$ cat src/jts_pkg.sv
// Shared types, character codes and helper functions for the JSON token serializer.
package jts_pkg;

    typedef enum logic [3:0] {
        OP_BEGIN_OBJ = 4'd0,
        OP_END_OBJ   = 4'd1,
        OP_BEGIN_ARR = 4'd2,
        OP_END_ARR   = 4'd3,
        OP_KEY_CHAR  = 4'd4,
        OP_STR_CHAR  = 4'd5,
        OP_RAW_CHAR  = 4'd6,
        OP_BOOL      = 4'd7,
        OP_NULL      = 4'd8,
        OP_UNSIGNED  = 4'd9,
        OP_SIGNED    = 4'd10,
        OP_RESET     = 4'd11
    } op_t;

    typedef enum logic [2:0] {
        CMD_NOP,
        CMD_OPEN,
        CMD_CLOSE,
        CMD_TEXT,
        CMD_RAW,
        CMD_LIT,
        CMD_NUM,
        CMD_RST
    } cmd_kind_t;

    typedef struct packed {
        cmd_kind_t   kind;
        logic        is_obj;
        logic        is_key;
        logic        first;
        logic        last;
        logic        has;
        logic        neg;
        logic [2:0]  body_len;
        logic [47:0] body;
        logic [63:0] mag;
    } cmd_t;

    typedef struct packed {
        logic [31:0] req;
        logic        ovf;
        logic [15:0] pos;
        logic        stored;
        logic        valid;
        logic [7:0]  ch;
    } res_t;

    typedef struct packed {
        logic [2:0]  len;
        logic [47:0] bytes;
    } esc_t;

    typedef enum logic [3:0] {
        ST_IDLE,
        ST_SEP,
        ST_HEAD,
        ST_BODY,
        ST_TAIL,
        ST_COLON,
        ST_CONV,
        ST_SKIP,
        ST_DIGIT,
        ST_END
    } state_t;

    localparam logic [7:0] CH_QUOTE  = 8'h22;
    localparam logic [7:0] CH_BSLASH = 8'h5C;
    localparam logic [7:0] CH_COMMA  = 8'h2C;
    localparam logic [7:0] CH_COLON  = 8'h3A;
    localparam logic [7:0] CH_MINUS  = 8'h2D;
    localparam logic [7:0] CH_ZERO   = 8'h30;
    localparam logic [7:0] CH_LBRACE = 8'h7B;
    localparam logic [7:0] CH_RBRACE = 8'h7D;
    localparam logic [7:0] CH_LBRACK = 8'h5B;
    localparam logic [7:0] CH_RBRACK = 8'h5D;
    localparam logic [7:0] CH_SPACE  = 8'h20;
    localparam logic [7:0] CH_HEX_A  = 8'h57;  // 'a' - 10
    localparam logic [15:0] CAP_RESET = 16'd4096;
    localparam int DIGITS = 20;

    function automatic logic [7:0] hex_char(input logic [3:0] n);
        logic [7:0] r;
        if (n < 4'd10)
            r = CH_ZERO + {4'h0, n};
        else
            r = CH_HEX_A + {4'h0, n};
        return r;
    endfunction

    function automatic esc_t escape(input logic [7:0] c);
        esc_t r;
        r.len   = 3'd2;
        r.bytes = 48'h0;
        case (c)
            8'h22: r.bytes[15:0] = {CH_QUOTE, CH_BSLASH};
            8'h5C: r.bytes[15:0] = {CH_BSLASH, CH_BSLASH};
            8'h0A: r.bytes[15:0] = {8'h6E, CH_BSLASH};
            8'h0D: r.bytes[15:0] = {8'h72, CH_BSLASH};
            8'h09: r.bytes[15:0] = {8'h74, CH_BSLASH};
            8'h08: r.bytes[15:0] = {8'h62, CH_BSLASH};
            8'h0C: r.bytes[15:0] = {8'h66, CH_BSLASH};
            default:
            begin
                if (c < CH_SPACE)
                begin
                    r.len   = 3'd6;
                    r.bytes = {hex_char(c[3:0]), hex_char(c[7:4]), CH_ZERO, CH_ZERO,
                               8'h75, CH_BSLASH};
                end
                else
                begin
                    r.len   = 3'd1;
                    r.bytes = {40'h0, c};
                end
            end
        endcase
        return r;
    endfunction

endpackage

$ cat src/jts_front.sv
// Front end: accepts token requests and classifies them into commands for the queue.
module jts_front (
    input  logic          in_valid,
    output logic          in_ready,
    input  logic [3:0]    op,
    input  logic [7:0]    data_byte,
    input  logic          has_char,
    input  logic          first_char,
    input  logic          last_char,
    input  logic          flag_value,
    input  logic [63:0]   number,
    input  logic          q_full,
    output logic          push,
    output jts_pkg::cmd_t cmd
);

    jts_pkg::esc_t esc;

    assign in_ready = !q_full;
    assign push     = in_valid && !q_full;
    assign esc      = jts_pkg::escape(data_byte);

    always_comb
    begin
        cmd          = '0;
        cmd.kind     = jts_pkg::CMD_NOP;
        cmd.first    = first_char;
        cmd.last     = last_char;
        cmd.has      = has_char;
        cmd.mag      = number;
        case (jts_pkg::op_t'(op))
            jts_pkg::OP_BEGIN_OBJ:
            begin
                cmd.kind   = jts_pkg::CMD_OPEN;
                cmd.is_obj = 1'b1;
            end
            jts_pkg::OP_END_OBJ:
            begin
                cmd.kind   = jts_pkg::CMD_CLOSE;
                cmd.is_obj = 1'b1;
            end
            jts_pkg::OP_BEGIN_ARR: cmd.kind = jts_pkg::CMD_OPEN;
            jts_pkg::OP_END_ARR:   cmd.kind = jts_pkg::CMD_CLOSE;
            jts_pkg::OP_KEY_CHAR, jts_pkg::OP_STR_CHAR:
            begin
                cmd.kind     = jts_pkg::CMD_TEXT;
                cmd.is_key   = (jts_pkg::op_t'(op) == jts_pkg::OP_KEY_CHAR);
                cmd.body_len = esc.len;
                cmd.body     = esc.bytes;
            end
            jts_pkg::OP_RAW_CHAR:
            begin
                cmd.kind     = jts_pkg::CMD_RAW;
                cmd.body_len = 3'd1;
                cmd.body     = {40'h0, data_byte};
            end
            jts_pkg::OP_BOOL:
            begin
                cmd.kind = jts_pkg::CMD_LIT;
                if (flag_value)
                begin
                    cmd.body_len = 3'd4;
                    cmd.body     = {16'h0, 8'h65, 8'h75, 8'h72, 8'h74};
                end
                else
                begin
                    cmd.body_len = 3'd5;
                    cmd.body     = {8'h0, 8'h65, 8'h73, 8'h6C, 8'h61, 8'h66};
                end
            end
            jts_pkg::OP_NULL:
            begin
                cmd.kind     = jts_pkg::CMD_LIT;
                cmd.body_len = 3'd4;
                cmd.body     = {16'h0, 8'h6C, 8'h6C, 8'h75, 8'h6E};
            end
            jts_pkg::OP_UNSIGNED: cmd.kind = jts_pkg::CMD_NUM;
            jts_pkg::OP_SIGNED:
            begin
                cmd.kind = jts_pkg::CMD_NUM;
                cmd.neg  = number[63];
                if (number[63])
                    cmd.mag = ~number + 64'd1;
            end
            jts_pkg::OP_RESET: cmd.kind = jts_pkg::CMD_RST;
            default: cmd.kind = jts_pkg::CMD_NOP;
        endcase
    end

endmodule

$ cat src/jts_queue.sv
// Four-entry command queue between front and back.
module jts_queue (
    input  logic          clk,
    input  logic          rst_n,
    input  logic          push,
    input  jts_pkg::cmd_t push_data,
    output logic          full,
    input  logic          pop,
    output logic          valid,
    output jts_pkg::cmd_t pop_data
);

    jts_pkg::cmd_t mem [4];
    logic [2:0] wr_reg;
    logic [2:0] rd_reg;

    assign full     = (wr_reg[1:0] == rd_reg[1:0]) && (wr_reg[2] != rd_reg[2]);
    assign valid    = (wr_reg != rd_reg);
    assign pop_data = mem[rd_reg[1:0]];

    always_ff @(posedge clk or negedge rst_n)
    begin
        if (!rst_n)
        begin
            wr_reg <= 3'd0;
            rd_reg <= 3'd0;
        end
        else
        begin
            if (push)
                wr_reg <= wr_reg + 3'd1;
            if (pop)
                rd_reg <= rd_reg + 3'd1;
        end
    end

    always_ff @(posedge clk)
    begin
        if (push)
            mem[wr_reg[1:0]] <= push_data;
    end

endmodule

$ cat src/jts_back.sv
// Back end: runs one command at a time, emits characters and keeps the writer state.
module jts_back #(
    parameter int MAX_DEPTH = 16
) (
    input  logic          clk,
    input  logic          rst_n,
    input  logic [15:0]   capacity,
    input  logic          q_valid,
    input  jts_pkg::cmd_t q_data,
    output logic          pop,
    output logic          out_valid,
    input  logic          out_ready,
    output jts_pkg::res_t out_res,
    output logic          out_last
);

    localparam int DEPW = $clog2(MAX_DEPTH + 1);
    localparam int SIW  = (MAX_DEPTH > 1) ? $clog2(MAX_DEPTH) : 1;

    jts_pkg::state_t state_reg, state_next;
    jts_pkg::cmd_t   cmd_reg, cmd_next;
    logic [2:0]      idx_reg, idx_next;
    logic [79:0]     bcd_reg, bcd_next;
    logic [63:0]     bin_reg, bin_next;
    logic [5:0]      cnt_reg, cnt_next;
    logic [4:0]      dleft_reg, dleft_next;
    logic            hold_valid_reg, hold_valid_next;
    jts_pkg::res_t   hold_reg, hold_next;
    logic [15:0]     stored_reg, stored_next;
    logic [31:0]     req_reg, req_next;
    logic            ovf_reg, ovf_next;
    logic            comma_reg, comma_next;
    logic [DEPW-1:0] depth_reg, depth_next;
    logic [MAX_DEPTH-1:0] stack_reg, stack_next;
    logic            out_valid_reg, out_valid_next;
    jts_pkg::res_t   out_reg, out_next;
    logic            out_last_reg, out_last_next;

    logic            out_free;
    logic            emit_req;
    logic [7:0]      emit_ch;
    logic            advance;
    logic            sep_needed;
    logic            body_go;
    logic            too_deep;
    logic            bad_close;
    logic [79:0]     bcd_adj;
    logic [SIW-1:0]  top_idx;
    logic            emit_ok;
    jts_pkg::res_t   new_res;

    assign out_free  = !out_valid_reg || out_ready;
    assign out_valid = out_valid_reg;
    assign out_res   = out_reg;
    assign out_last  = out_last_reg;

    assign top_idx    = SIW'(depth_reg - DEPW'(1));
    assign too_deep   = (depth_reg >= DEPW'(MAX_DEPTH));
    assign bad_close  = (depth_reg == '0) || (stack_reg[top_idx] != cmd_reg.is_obj);
    assign sep_needed = (cmd_reg.kind == jts_pkg::CMD_OPEN) || (cmd_reg.kind == jts_pkg::CMD_LIT)
                     || (cmd_reg.kind == jts_pkg::CMD_NUM)
                     || (((cmd_reg.kind == jts_pkg::CMD_TEXT) || (cmd_reg.kind == jts_pkg::CMD_RAW))
                         && cmd_reg.first);
    assign body_go    = (cmd_reg.kind == jts_pkg::CMD_LIT)
                     || (((cmd_reg.kind == jts_pkg::CMD_TEXT) || (cmd_reg.kind == jts_pkg::CMD_RAW))
                         && cmd_reg.has);

    // Double dabble correction on every digit.
    always_comb
    begin
        for (int i = 0; i < jts_pkg::DIGITS; i++)
        begin
            if (bcd_reg[4*i +: 4] >= 4'd5)
                bcd_adj[4*i +: 4] = bcd_reg[4*i +: 4] + 4'd3;
            else
                bcd_adj[4*i +: 4] = bcd_reg[4*i +: 4];
        end
    end

    // Character that the current step wants to emit.
    always_comb
    begin
        emit_req = 1'b0;
        emit_ch  = jts_pkg::CH_COMMA;
        case (state_reg)
            jts_pkg::ST_SEP:
            begin
                emit_req = sep_needed && comma_reg;
            end
            jts_pkg::ST_HEAD:
            begin
                case (cmd_reg.kind)
                    jts_pkg::CMD_OPEN:
                    begin
                        emit_req = !too_deep;
                        emit_ch  = cmd_reg.is_obj ? jts_pkg::CH_LBRACE : jts_pkg::CH_LBRACK;
                    end
                    jts_pkg::CMD_CLOSE:
                    begin
                        emit_req = !bad_close;
                        emit_ch  = cmd_reg.is_obj ? jts_pkg::CH_RBRACE : jts_pkg::CH_RBRACK;
                    end
                    jts_pkg::CMD_TEXT:
                    begin
                        emit_req = cmd_reg.first;
                        emit_ch  = jts_pkg::CH_QUOTE;
                    end
                    jts_pkg::CMD_NUM:
                    begin
                        emit_req = cmd_reg.neg;
                        emit_ch  = jts_pkg::CH_MINUS;
                    end
                    default: emit_req = 1'b0;
                endcase
            end
            jts_pkg::ST_BODY:
            begin
                emit_req = body_go;
                emit_ch  = cmd_reg.body[8*idx_reg +: 8];
            end
            jts_pkg::ST_TAIL:
            begin
                emit_req = (cmd_reg.kind == jts_pkg::CMD_TEXT) && cmd_reg.last;
                emit_ch  = jts_pkg::CH_QUOTE;
            end
            jts_pkg::ST_COLON:
            begin
                emit_req = 1'b1;
                emit_ch  = jts_pkg::CH_COLON;
            end
            jts_pkg::ST_DIGIT:
            begin
                emit_req = 1'b1;
                emit_ch  = jts_pkg::CH_ZERO + {4'h0, bcd_reg[79:76]};
            end
            default: emit_req = 1'b0;
        endcase
    end

    assign advance = !emit_req || !hold_valid_reg || out_free;
    assign emit_ok = !ovf_reg && (stored_reg < capacity);

    always_comb
    begin
        new_res.ch     = emit_ch;
        new_res.valid  = 1'b1;
        new_res.stored = emit_ok;
        new_res.pos    = emit_ok ? stored_reg : 16'd0;
        new_res.ovf    = !emit_ok;
        new_res.req    = (req_reg == 32'hFFFF_FFFF) ? req_reg : req_reg + 32'd1;
    end

    always_comb
    begin
        state_next      = state_reg;
        cmd_next        = cmd_reg;
        idx_next        = idx_reg;
        bcd_next        = bcd_reg;
        bin_next        = bin_reg;
        cnt_next        = cnt_reg;
        dleft_next      = dleft_reg;
        hold_valid_next = hold_valid_reg;
        hold_next       = hold_reg;
        stored_next     = stored_reg;
        req_next        = req_reg;
        ovf_next        = ovf_reg;
        comma_next      = comma_reg;
        depth_next      = depth_reg;
        stack_next      = stack_reg;
        out_valid_next  = out_valid_reg && !out_ready;
        out_next        = out_reg;
        out_last_next   = out_last_reg;
        pop             = 1'b0;

        if (advance)
        begin
            if (emit_req)
            begin
                // Push the previous character out and keep the new one back,
                // so the last one of the item can be marked.
                if (hold_valid_reg)
                begin
                    out_valid_next = 1'b1;
                    out_next       = hold_reg;
                    out_last_next  = 1'b0;
                end
                hold_valid_next = 1'b1;
                hold_next       = new_res;
                req_next        = new_res.req;
                ovf_next        = new_res.ovf;
                if (emit_ok)
                    stored_next = stored_reg + 16'd1;
            end

            case (state_reg)
                jts_pkg::ST_IDLE:
                begin
                    if (q_valid)
                    begin
                        pop        = 1'b1;
                        cmd_next   = q_data;
                        state_next = jts_pkg::ST_SEP;
                    end
                end
                jts_pkg::ST_SEP: state_next = jts_pkg::ST_HEAD;
                jts_pkg::ST_HEAD:
                begin
                    idx_next   = 3'd0;
                    state_next = jts_pkg::ST_END;
                    case (cmd_reg.kind)
                        jts_pkg::CMD_OPEN:
                        begin
                            if (too_deep)
                                ovf_next = 1'b1;
                            else
                            begin
                                stack_next[SIW'(depth_reg)] = cmd_reg.is_obj;
                                depth_next = depth_reg + DEPW'(1);
                                comma_next = 1'b0;
                            end
                        end
                        jts_pkg::CMD_CLOSE:
                        begin
                            if (bad_close)
                                ovf_next = 1'b1;
                            else
                            begin
                                depth_next = depth_reg - DEPW'(1);
                                comma_next = 1'b1;
                            end
                        end
                        jts_pkg::CMD_TEXT, jts_pkg::CMD_RAW, jts_pkg::CMD_LIT:
                            state_next = jts_pkg::ST_BODY;
                        jts_pkg::CMD_NUM:
                        begin
                            bin_next   = cmd_reg.mag;
                            bcd_next   = 80'h0;
                            cnt_next   = 6'd0;
                            state_next = jts_pkg::ST_CONV;
                        end
                        jts_pkg::CMD_RST:
                        begin
                            stored_next = 16'd0;
                            req_next    = 32'd0;
                            depth_next  = '0;
                            ovf_next    = 1'b0;
                            comma_next  = 1'b0;
                        end
                        default: state_next = jts_pkg::ST_END;
                    endcase
                end
                jts_pkg::ST_BODY:
                begin
                    if (!body_go || (idx_reg == cmd_reg.body_len - 3'd1))
                        state_next = jts_pkg::ST_TAIL;
                    else
                        idx_next = idx_reg + 3'd1;
                end
                jts_pkg::ST_TAIL:
                begin
                    state_next = jts_pkg::ST_END;
                    if (cmd_reg.kind == jts_pkg::CMD_LIT)
                        comma_next = 1'b1;
                    else if (cmd_reg.last)
                    begin
                        if (cmd_reg.kind == jts_pkg::CMD_TEXT && cmd_reg.is_key)
                            state_next = jts_pkg::ST_COLON;
                        else
                            comma_next = 1'b1;
                    end
                end
                jts_pkg::ST_COLON:
                begin
                    comma_next = 1'b0;
                    state_next = jts_pkg::ST_END;
                end
                jts_pkg::ST_CONV:
                begin
                    bcd_next = {bcd_adj[78:0], bin_reg[63]};
                    bin_next = {bin_reg[62:0], 1'b0};
                    cnt_next = cnt_reg + 6'd1;
                    if (cnt_reg == 6'd63)
                    begin
                        dleft_next = 5'(jts_pkg::DIGITS);
                        state_next = jts_pkg::ST_SKIP;
                    end
                end
                jts_pkg::ST_SKIP:
                begin
                    // Drop leading zero digits, keep at least one.
                    if (bcd_reg[79:76] == 4'd0 && dleft_reg > 5'd1)
                    begin
                        bcd_next   = {bcd_reg[75:0], 4'h0};
                        dleft_next = dleft_reg - 5'd1;
                    end
                    else
                        state_next = jts_pkg::ST_DIGIT;
                end
                jts_pkg::ST_DIGIT:
                begin
                    bcd_next   = {bcd_reg[75:0], 4'h0};
                    dleft_next = dleft_reg - 5'd1;
                    if (dleft_reg == 5'd1)
                    begin
                        comma_next = 1'b1;
                        state_next = jts_pkg::ST_END;
                    end
                end
                jts_pkg::ST_END:
                begin
                    if (out_free)
                    begin
                        out_valid_next = 1'b1;
                        out_last_next  = 1'b1;
                        if (hold_valid_reg)
                            out_next = hold_reg;
                        else
                        begin
                            out_next     = '0;
                            out_next.ovf = ovf_reg;
                            out_next.req = req_reg;
                        end
                        hold_valid_next = 1'b0;
                        state_next      = jts_pkg::ST_IDLE;
                    end
                end
                default: state_next = jts_pkg::ST_IDLE;
            endcase
        end
    end

    always_ff @(posedge clk or negedge rst_n)
    begin
        if (!rst_n)
        begin
            state_reg      <= jts_pkg::ST_IDLE;
            hold_valid_reg <= 1'b0;
            stored_reg     <= 16'd0;
            req_reg        <= 32'd0;
            ovf_reg        <= 1'b0;
            comma_reg      <= 1'b0;
            depth_reg      <= '0;
            out_valid_reg  <= 1'b0;
            out_last_reg   <= 1'b0;
        end
        else
        begin
            state_reg      <= state_next;
            hold_valid_reg <= hold_valid_next;
            stored_reg     <= stored_next;
            req_reg        <= req_next;
            ovf_reg        <= ovf_next;
            comma_reg      <= comma_next;
            depth_reg      <= depth_next;
            out_valid_reg  <= out_valid_next;
            out_last_reg   <= out_last_next;
        end
    end

    always_ff @(posedge clk)
    begin
        cmd_reg   <= cmd_next;
        idx_reg   <= idx_next;
        bcd_reg   <= bcd_next;
        bin_reg   <= bin_next;
        cnt_reg   <= cnt_next;
        dleft_reg <= dleft_next;
        hold_reg  <= hold_next;
        stack_reg <= stack_next;
        out_reg   <= out_next;
    end

`ifndef SYNTHESIS
    a_depth_range: assert property (@(posedge clk) disable iff (!rst_n)
        depth_reg <= DEPW'(MAX_DEPTH))
        else $error("nesting depth beyond limit");

    a_end_marks_last: assert property (@(posedge clk) disable iff (!rst_n)
        (state_reg == jts_pkg::ST_END && out_free) |=> (out_valid_reg && out_last_reg))
        else $error("item end did not deliver a last result");

    a_ovf_clear_only_on_reset: assert property (@(posedge clk) disable iff (!rst_n)
        (ovf_reg && !(state_reg == jts_pkg::ST_HEAD && cmd_reg.kind == jts_pkg::CMD_RST))
        |=> ovf_reg)
        else $error("overflow flag cleared without reset command");

    a_hold_before_idle: assert property (@(posedge clk) disable iff (!rst_n)
        (state_reg == jts_pkg::ST_IDLE) |-> !hold_valid_reg)
        else $error("held character left behind at idle");
`endif

endmodule

$ cat src/json_token_serializer_core.sv
// Top level of the JSON token serializer: front end, command queue and back end.
//
//  channel | direction | handshake         | content
//  --------+-----------+-------------------+-----------------------------------------
//  s_*     | in        | s_tvalid/s_tready | one token request per item
//  m_*     | out       | m_tvalid/m_tready | one result per character, or one status
//  cfg_*   | in        | cfg_valid/cfg_ready | output capacity write (always ready)
//
//  The front is combinational; an accepted request waits in a four-entry queue.
//  The back end takes each request through pick-up, separator, head and end steps,
//  plus a body step per body character (at least one), a tail step for text, raw
//  and literal requests and a colon step for a key; a number goes through shifting
//  from binary to decimal, a step per dropped leading zero plus one, one per digit.
//  Reset (rst_n low, asynchronous) clears counters, depth, flags and queue;
//  capacity returns to 4096. Either side may stall at any time; a stalled result
//  holds in the output register, and the back end stops when it next has one to pass on.
module json_token_serializer_core #(
    parameter int MAX_DEPTH = 16
) (
    input  logic        clk,
    input  logic        rst_n,
    // tdata: data_byte[7:0], first_char[8], flag_value[9], number[73:10], zero pad
    input  logic [79:0] s_tdata,
    // tuser: op[3:0], has_char[4]
    input  logic [4:0]  s_tuser,
    input  logic        s_tlast,
    input  logic        s_tvalid,
    output logic        s_tready,
    // tdata: out_byte[7:0], stored[8], store_position[24:9], overflowed[25],
    //        required_total[57:26], zero pad
    output logic [63:0] m_tdata,
    // tuser: byte_valid[0]
    output logic        m_tuser,
    output logic        m_tlast,
    output logic        m_tvalid,
    input  logic        m_tready,
    input  logic [15:0] cfg_data,
    input  logic        cfg_valid,
    output logic        cfg_ready
);

    logic [15:0]   cap_reg;
    logic          q_full;
    logic          push;
    jts_pkg::cmd_t push_cmd;
    logic          pop;
    logic          q_valid;
    jts_pkg::cmd_t q_data;
    jts_pkg::res_t res;

    // Capacity register; the user must write it only while idle, the block does not enforce this.
    assign cfg_ready = 1'b1;

    always_ff @(posedge clk or negedge rst_n)
    begin
        if (!rst_n)
            cap_reg <= jts_pkg::CAP_RESET;
        else if (cfg_valid)
            cap_reg <= cfg_data;
    end

    jts_front u_front (
        .in_valid   (s_tvalid),
        .in_ready   (s_tready),
        .op         (s_tuser[3:0]),
        .data_byte  (s_tdata[7:0]),
        .has_char   (s_tuser[4]),
        .first_char (s_tdata[8]),
        .last_char  (s_tlast),
        .flag_value (s_tdata[9]),
        .number     (s_tdata[73:10]),
        .q_full     (q_full),
        .push       (push),
        .cmd        (push_cmd)
    );

    jts_queue u_queue (
        .clk       (clk),
        .rst_n     (rst_n),
        .push      (push),
        .push_data (push_cmd),
        .full      (q_full),
        .pop       (pop),
        .valid     (q_valid),
        .pop_data  (q_data)
    );

    jts_back #(
        .MAX_DEPTH (MAX_DEPTH)
    ) u_back (
        .clk       (clk),
        .rst_n     (rst_n),
        .capacity  (cap_reg),
        .q_valid   (q_valid),
        .q_data    (q_data),
        .pop       (pop),
        .out_valid (m_tvalid),
        .out_ready (m_tready),
        .out_res   (res),
        .out_last  (m_tlast)
    );

    // Pack the result fields, lowest first.
    assign m_tdata = {6'd0, res.req, res.ovf, res.pos, res.stored, res.ch};
    assign m_tuser = res.valid;

endmodule
$ cat config.mk
export PLATFORM = sky130hd
export DESIGN_NAME = json_token_serializer_core
export DESIGN_NICKNAME = d
export VERILOG_FILES = /design/src/jts_pkg.sv /design/src/jts_front.sv /design/src/jts_queue.sv /design/src/jts_back.sv /design/src/json_token_serializer_core.sv
export SDC_FILE = /design/constraint.sdc
export NUM_CORES = 1
export LEC_CHECK = 0
export ABC_CLOCK_PERIOD_IN_PS = 28300
export BUFFER_PORTS_ARGS = -buffer_cell sky130_fd_sc_hd__buf_2
export CAP_MARGIN = 20
export CORE_ASPECT_RATIO = 0.75
export CORE_MARGIN = 2
export CORE_UTILIZATION = 57
export CTS_BUF_LIST = sky130_fd_sc_hd__clkbuf_16
export CTS_CLUSTER_SIZE = 12
export DETAILED_ROUTE_END_ITERATION = 8
export PLACE_DENSITY = 0.75
export SYNTH_ARGS = -nofsm -noshare
export SYNTH_HDL_FRONTEND = slang
export SYNTH_SLANG_ARGS = --single-unit
$ cat constraint.sdc
create_clock -name clk -period 28.3 [get_ports clk]
set_input_delay 1.415 -clock clk [delete_from_list [all_inputs] [get_ports clk]]
set_output_delay 1.415 -clock clk [all_outputs]
set_load 0.005 [all_outputs]
After elaboration in Yosys (flattened, before gate mapping)
Memory sizes are Yosys's and may differ from the RTL's. A register that Yosys moved wholly into a read port is not among the register bits. Index checks and enable logic that the tools add are counted.

Reductions and logical operators: 60. Magnitude comparators: 29. Shift-type cells: 1. $add $sub $neg: 36. Equality and inequality tests: 58. Bitwise operators: 2. Muxes and demuxes: 113.

Operator list (number): $pmux 80 s4 (1); $mux 59 (5); $pmux 51 s4 (1); $mux 64 (3); $mux 80 (2); $mux 32 (4); $pmux 64 s2 (1); $mux 4 (28); $pmux 16 s7 (1); $ge 4x3->1 const B (20); $add 4x2->4 const B (19); $add 64x1->64 const B (1); $mux 16 (4); $not 64->64 (1); $mux 51 (1); $mux 49 (1); $shiftx 48x7->8 (1); $eq 8x4->1 const B (5); $pmux 4 s10 (1); $pmux 8 s5 (1); $mux 35 (1); $add 32x1->32 const B (1); $eq 32x32->1 const B (1); $eq 4x3->1 const B (8); other kinds (71) (187).

Register bits after elaboration: 375. Input bits: 107. Output and inout bits: 69. Word-level logic and storage cells: 329. Memories: 1. Memory bits (writable): 496.

Memory list: u_queue.mem (depth 4, bits a word 124, read ports 1, clocked after memory_dff 1, wr ports 1, RTL line jts_queue.sv:13) `jts_pkg::cmd_t mem [4];`.

Longest topological paths before layout
Depth in word-level cells: 12. Mapped depth: 15. Mapped depth without buffers: 11.

By module
From an unflattened synthesis, not the netlist that was laid out.

Cell total of the unflattened synthesis: 3050. Area, all modules: 44158.6 um^2.

By module, submodules not included: jts_back (instances 1, area each 22955.8 um^2, cells each 1967, seq. area each 14013.4 um^2); jts_queue (instances 1, area each 18205.0 um^2, cells each 678, seq. area each 15044.4 um^2); jts_front (instances 1, area each 2287.2 um^2, cells each 362, seq. area each 0.0 um^2); json_token_serializer_core (instances 1, area each 710.7 um^2, cells each 43, seq. area each 401.6 um^2).

Least setup slack after synthesis
OpenSTA, ideal clock, no wires.

Path type: reg2reg. From: reg u_back.depth_reg[0]. To: reg u_back.bin_reg[0], enable pin. Setup time: 0.670 ns. Stages on the path, launching flop included: 12. Period minus slack after synthesis: 9.775 ns. Data required time: 27.630 ns. Arrival time: 9.105 ns. Buffers on the path: 2. Path slack: 18.525 ns. Cells stage by stage: dfrtp_1 -> buf_4 -> inv_1 -> ha_1 -> mux4_2 -> and3_1 -> o2111ai_1 -> a21boi_2 -> a211oi_1 -> or2_2 -> clkbuf_1 -> nor4_1.

Word-level cells in the longest chain between the ends: 12. Elaborated cells on any way between the ends: 15. Those cells by class: add/sub (1); order compare (1); eq/ne (1); mux (4); reduce/logical (8).

RTL lines: start: declaration (RTL line jts_back.sv:33) `logic [DEPW-1:0] depth_reg, depth_next;`; start signal: assignment (RTL line jts_back.sv:354) `depth_reg <= depth_next;`; $sub 5x1->5 (RTL line jts_back.sv:57) `assign top_idx = SIW'(depth_reg - DEPW'(1));`; $bmux 1 s4 (RTL line jts_back.sv:59) `assign bad_close = (depth_reg == '0) || (stack_reg[top_idx] != cmd_reg.is_obj);`; $mux 1 (not written as such) (RTL line jts_back.sv:59); $ne 1x1->1 (RTL line jts_back.sv:59); $logic_or 1x1->1 (RTL line jts_back.sv:59); $logic_not 1->1 (RTL line jts_back.sv:100) `emit_req = !bad_close;`; $pmux 1 s4 (*) (RTL line jts_back.sv:92) `case (cmd_reg.kind)`; $pmux 1 s5 (*) (RTL line jts_back.sv:85) `case (state_reg)`; $logic_not 1->1 (*) (RTL line jts_back.sv:140) `assign advance = !emit_req || !hold_valid_reg || out_free;`; $logic_or 1x1->1 (*) (2 in a row) (RTL line jts_back.sv:140); $reduce_and 3->1 (no line) (*); end signal: assignment (RTL line jts_back.sv:365) `bin_reg <= bin_next;`; end: declaration (RTL line jts_back.sv:24) `logic [63:0] bin_reg, bin_next;`.

Every way passes the cells marked *; elsewhere a longest branch is shown, timed or not. The select of a mux whose other input is x is not followed. A chain may end at the register's enable or synchronous reset.

Worst setup path after layout
From: reg u_back.depth_reg[0]. To: reg u_back.hold_reg[25] (netlist name), enable pin.

Word-level cells in the longest chain between the ends: 12. Elaborated cells on any way between the ends: 15. Those cells by class: add/sub (1); order compare (1); eq/ne (1); mux (4); reduce/logical (8).

RTL lines: $sub 5x1->5 (RTL line jts_back.sv:57); $bmux 1 s4 (RTL line jts_back.sv:59); $mux 1 (not written as such) (RTL line jts_back.sv:59); $ne 1x1->1 (RTL line jts_back.sv:59); $logic_or 1x1->1 (RTL line jts_back.sv:59); $logic_not 1->1 (RTL line jts_back.sv:100); $pmux 1 s4 (*) (RTL line jts_back.sv:92); $pmux 1 s5 (*) (RTL line jts_back.sv:85); $logic_not 1->1 (RTL line jts_back.sv:140); $logic_or 1x1->1 (2 in a row) (RTL line jts_back.sv:140); $reduce_and 2->1 (no line) (*); end signal: assignment (RTL line jts_back.sv:368) `hold_reg <= hold_next;`; end: declaration (RTL line jts_back.sv:28) `jts_pkg::res_t hold_reg, hold_next;`.

Marked as above.

==> metrics.txt <==
# TYPE chip_impl_metric gauge
chip_impl_info{name="status",value="complete, no violations"} 1
chip_impl_info{name="crit_path_cell_trace",value="inv_1, ha_1, mux4_2, and3_1, nor2_1, a21boi_2, a21boi_2, buf_4, nor2_1, buf_4, inv_2, buf_4"} 1
chip_impl_metric{name="synth-edff-count",unit=""} 861
chip_impl_metric{name="ys_types",unit=""} 87
chip_impl_metric{name="grt_start_max_net_pins",unit=""} 83
chip_impl_metric{name="area_growth_syn_to_layout",unit="%"} 10.63
chip_impl_metric{name="layout_cells_sized_above_1",unit="%"} 14.65
chip_impl_metric{name="cpPeakStageDelay",unit="ps"} 710
chip_impl_metric{name="detailedRoute.firstPassIterationCount",unit=""} 6
chip_impl_info{name="worstSetupPathType",value="reg -> reg"} 1
chip_impl_metric{name="design.portCount",unit=""} 176
chip_impl_metric{name="syn_area",unit="sq um"} 42370
chip_impl_metric{name="combPwrFrac",unit="%"} 28.6
chip_impl_metric{name="netlist_instances",unit=""} 3119
chip_impl_info{name="cp-start-kind",value="flip-flop"} 1
chip_impl_metric{name="async_reset_ff_share",unit="%"} 8.889
chip_impl_info{name="layout_commonest_cell",value="edfxtp_1"} 1
chip_impl_metric{name="overflow",unit=""} 0
chip_impl_metric{name="ctsHoldBuffers",unit=""} 0
chip_impl_metric{name="total_count_of_hold_check_failures_in_the_final_report",unit=""} 0
chip_impl_metric{name="synth-seq-cells",unit=""} 945
chip_impl_metric{name="die_width",unit="um"} 318.8
chip_impl_metric{name="drc_viols",unit=""} 0
chip_impl_metric{name="ctsHtreeMaxLevel",unit=""} 3
chip_impl_metric{name="floorplan.die_area",unit="sq um"} 76550
chip_impl_metric{name="clkTransAtPathRegs",unit="ps"} 60
chip_impl_metric{name="timing.slew.headroom",unit="%"} 27.54
chip_impl_metric{name="first_iter_violations",unit=""} 2510
chip_impl_metric{name="switching_share",unit="%"} 33.15
chip_impl_metric{name="port-buffer-count",unit=""} 162
chip_impl_metric{name="antenna_found_initial",unit=""} 4
chip_impl_metric{name="dp_slack",unit="ps"} 23490
chip_impl_metric{name="cellInternalPower",unit="mW"} 3.265
chip_impl_metric{name="critical_path_buf_inv_count",unit=""} 5
chip_impl_info{name="commonest_cells_after_routing_fill_and_taps_aside",value="edfxtp_1, nand2_1, nor2_1"} 1
chip_impl_info{name="cp_top_delay_family",value="buffers and inverters"} 1
chip_impl_metric{name="yosysSeqAreaShare",unit="%"} 65.99
chip_impl_metric{name="number_of_maximum_capacitance_violations",unit=""} 0
chip_impl_metric{name="drt.antenna.violating_nets",unit=""} 0
chip_impl_info{name="grt_setup_unrepaired",value="no"} 1
chip_impl_metric{name="setup_viol_count_final",unit=""} 0
chip_impl_metric{name="power.share.sequential",unit="%"} 48.8
chip_impl_metric{name="critical_path.max_fanout",unit=""} 35
chip_impl_metric{name="max-vdd-ir-drop",unit="V"} 0.00006976
chip_impl_metric{name="layout_min_cycle_time",unit="ps"} 4555
chip_impl_metric{name="routabilityCongestion",unit=""} 0.8647
chip_impl_metric{name="reg2reg_setup_slack",unit="ps"} 23740
chip_impl_metric{name="floorplan.die.height",unit="um"} 240.1
chip_impl_info{name="cpMaxStageDelayCell",value="dfrtp_1"} 1
chip_impl_metric{name="cp_data_arrival_time",unit="ps"} 4850
chip_impl_info{name="critical_path.endpoint_type",value="flip-flop"} 1
chip_impl_metric{name="p_sw",unit="mW"} 1.619
chip_impl_metric{name="static-leakage-power",unit="nW"} 17.33
chip_impl_metric{name="finish.cell_count_without_fillers",unit=""} 4300
chip_impl_info{name="synth_top_flop_cell",value="edfxtp_1"} 1
chip_impl_metric{name="finalNetCount",unit=""} 3459
chip_impl_metric{name="place_inst",unit=""} 4143
chip_impl_info{name="crit_path_frequent_cell",value="buf_4"} 1
chip_impl_metric{name="holdWs",unit="ps"} 472.0
chip_impl_metric{name="maxSlewViolCount",unit=""} 0
chip_impl_metric{name="totalNegativeSetupSlack",unit="ps"} 0
chip_impl_metric{name="number_of_flip_flops_under_the_largest_register_name",unit=""} 456
chip_impl_metric{name="gr_usage_total",unit="%"} 23.28
chip_impl_metric{name="cts_repair_resize_count",unit=""} 0
chip_impl_metric{name="post_drt_wl_per_cell",unit="um"} 20.76
chip_impl_metric{name="multi_input_comb_area",unit="sq um"} 13340
chip_impl_info{name="hp-class",value="reg -> reg"} 1
chip_impl_metric{name="detailedPlacementHpwl",unit="um"} 54220
chip_impl_metric{name="cts_setup_buffers",unit=""} 0
chip_impl_metric{name="register_area",unit="sq um"} 27970
chip_impl_metric{name="wire_length_after_detailed_routing",unit="um"} 89250
chip_impl_metric{name="skew",unit="ps"} 27.65
chip_impl_info{name="clock_tree.root_cell",value="clkbuf_16"} 1
chip_impl_metric{name="synthesis.area_per_instance",unit="sq um"} 13.58
chip_impl_metric{name="final.setup.worst_slack",unit="ps"} 23740
chip_impl_metric{name="share_clk_of_total_power",unit="%"} 22.6
chip_impl_metric{name="clock_insertion_delay_worst_skew",unit="ps"} 670
chip_impl_metric{name="vias_per_cell",unit=""} 6.060
chip_impl_metric{name="max-clock-path-buffers",unit=""} 3
chip_impl_metric{name="numCtsBuffers",unit=""} 92
chip_impl_metric{name="first_global_vias",unit=""} 25871
chip_impl_metric{name="start_util",unit="%"} 57.65
chip_impl_metric{name="worst_ep_required_time",unit="ps"} 28590
chip_impl_metric{name="yosysWarnings",unit=""} 0
chip_impl_metric{name="fillcell_total",unit=""} 5215
chip_impl_metric{name="coreArea",unit="sq um"} 73490
chip_impl_metric{name="grt_pass1_wl",unit="um"} 141000
chip_impl_metric{name="number_of_rows_in_the_core_area",unit=""} 86
chip_impl_metric{name="power_density",unit="nW/um^2"} 104.2
chip_impl_metric{name="fmaxAchievable",unit="MHz"} 219.5
chip_impl_metric{name="vias",unit=""} 26058
chip_impl_metric{name="tightestPinTransition",unit="ps"} 1080
chip_impl_metric{name="cts.sink_count",unit=""} 945
chip_impl_info{name="tritoncts_clock_tree",value="yes"} 1
chip_impl_metric{name="timing.final.crit_share",unit="%"} 16.10
-- stage by stage --
| step | power [mW] | util (%) | cell area, sq um |
|---|---|---|---|
| 2_1_floorplan | 3.361 | - | 42420 |
| 3_3_place_gp | 3.701 | 60.02 | 44110 |
| 3_5_place_dp | 3.783 | 60.02 | 44110 |
| 4_1_cts | 4.898 | 63.68 | 46800 |
| 5_1_grt | 5.143 | 63.77 | 46870 |
| 6_report | 4.885 | 63.78 | 46870 |
-- layout make-up --
| cell class | count | area share, % |
|---|---|---|
| Inverter | 146 | 1.169 |
| Clock buffer | 93 | 4.965 |
| Tap cell | 968 | 2.584 |
| Clock inverter | 58 | 0.7688 |
| Sequential cell | 945 | 59.66 |
| Multi-Input combinational cell | 1891 | 28.46 |
| Antenna cell | 2 | 0.01068 |
| Timing Repair Buffer | 197 | 2.381 |
-- layer usage --
layer	up-vias	global-route usage, %	part of all wire [%]
met4	4	6.793	2.1
met3	136	3.512	6.6
met1	13094	32.76	43
met2	959	38.15	48
li1	11865	-	-
met5	-	0	0.030
-- power groups by stage --
stage	Sequential, mW	Clock [mW]	Combinational [mW]
after floorplan	2.31	0	1.05
after global placement	2.37	0	1.33
after detailed placement	2.40	0	1.38
after CTS	2.38	1.12	1.39
after global routing	2.43	1.17	1.54
final	2.38	1.11	1.40
-- synthesized netlist by cell type (all sizes together), types with 3 or more instances --
master	instances	area, sq um
mux2	9	101.4
nor2b	32	200.2
dfrtp	83	2077
o21a	5	37.54
o41ai	4	35.03
o22ai	58	362.9
o22a	3	26.28
inv	145	544.3
a22oi	20	150.1
nor2	241	904.6
nand2b	40	250.2
o32ai	5	43.79
o21bai	5	37.54
nor3b	37	289.0
o2111ai	6	52.55
or4	7	63.81
nand3	35	175.2
edfxtp	861	25850
nor3	44	236.5
ha	79	988.5
nand4	8	50.05
buf	44	232.7
or3	32	205.2
clkbuf	106	399.1
and2	29	183.9
mux4	122	2748
a211oi	10	75.07
o211ai	11	96.34
nand2	354	1336
a21boi	7	63.81
nand3b	4	30.03
and4	5	43.79
o31ai	24	180.2
nor4	22	167.7
and3	25	156.4
xor2	73	639.4
a31oi	20	131.4
mux2i	14	140.1
a21oi	172	902.1
xnor2	86	753.2
or4b	3	30.03
or2	7	43.80
o21ai	167	835.8
a22o	25	219.0
-- worst paths after layout --
| check | from | depth (start not counted) | end |
|---|---|---|---|
| worst max-delay path | u_back.depth_reg[0]$_DFFE_PN0P_ | 12 | u_back.hold_reg[25]$_SDFFCE_PN0P_ |
| worst min register to register | u_back.out_last$_DFFE_PN0P_ | 1 | u_back.out_last$_DFFE_PN0P_ |
| min in group asynchronous | rst_n | 1 | cap_reg[3]$_DFFE_PN0P_ |
| worst min-delay path | u_back.out_last$_DFFE_PN0P_ | 1 | u_back.out_last$_DFFE_PN0P_ |
| max in group asynchronous | rst_n | 2 | u_queue.rd_reg[0]$_DFFE_PN0P_ |
| worst max register to register | u_back.depth_reg[0]$_DFFE_PN0P_ | 12 | u_back.hold_reg[25]$_SDFFCE_PN0P_ |
-- cells by family after synthesis --
family                   share of synthesized area [%]
other                                          0.01773
adder cells (fa/ha/maj)                          2.333
buffers and inverters                            2.785
AO/OA/AOI/OAI                                    8.101
XOR/XNOR                                         3.287
AND/OR/NAND/NOR                                  10.43
multiplexers                                     7.055
flip-flops                                       65.99
No activity file was read; power rests on OpenSTA's default activity.
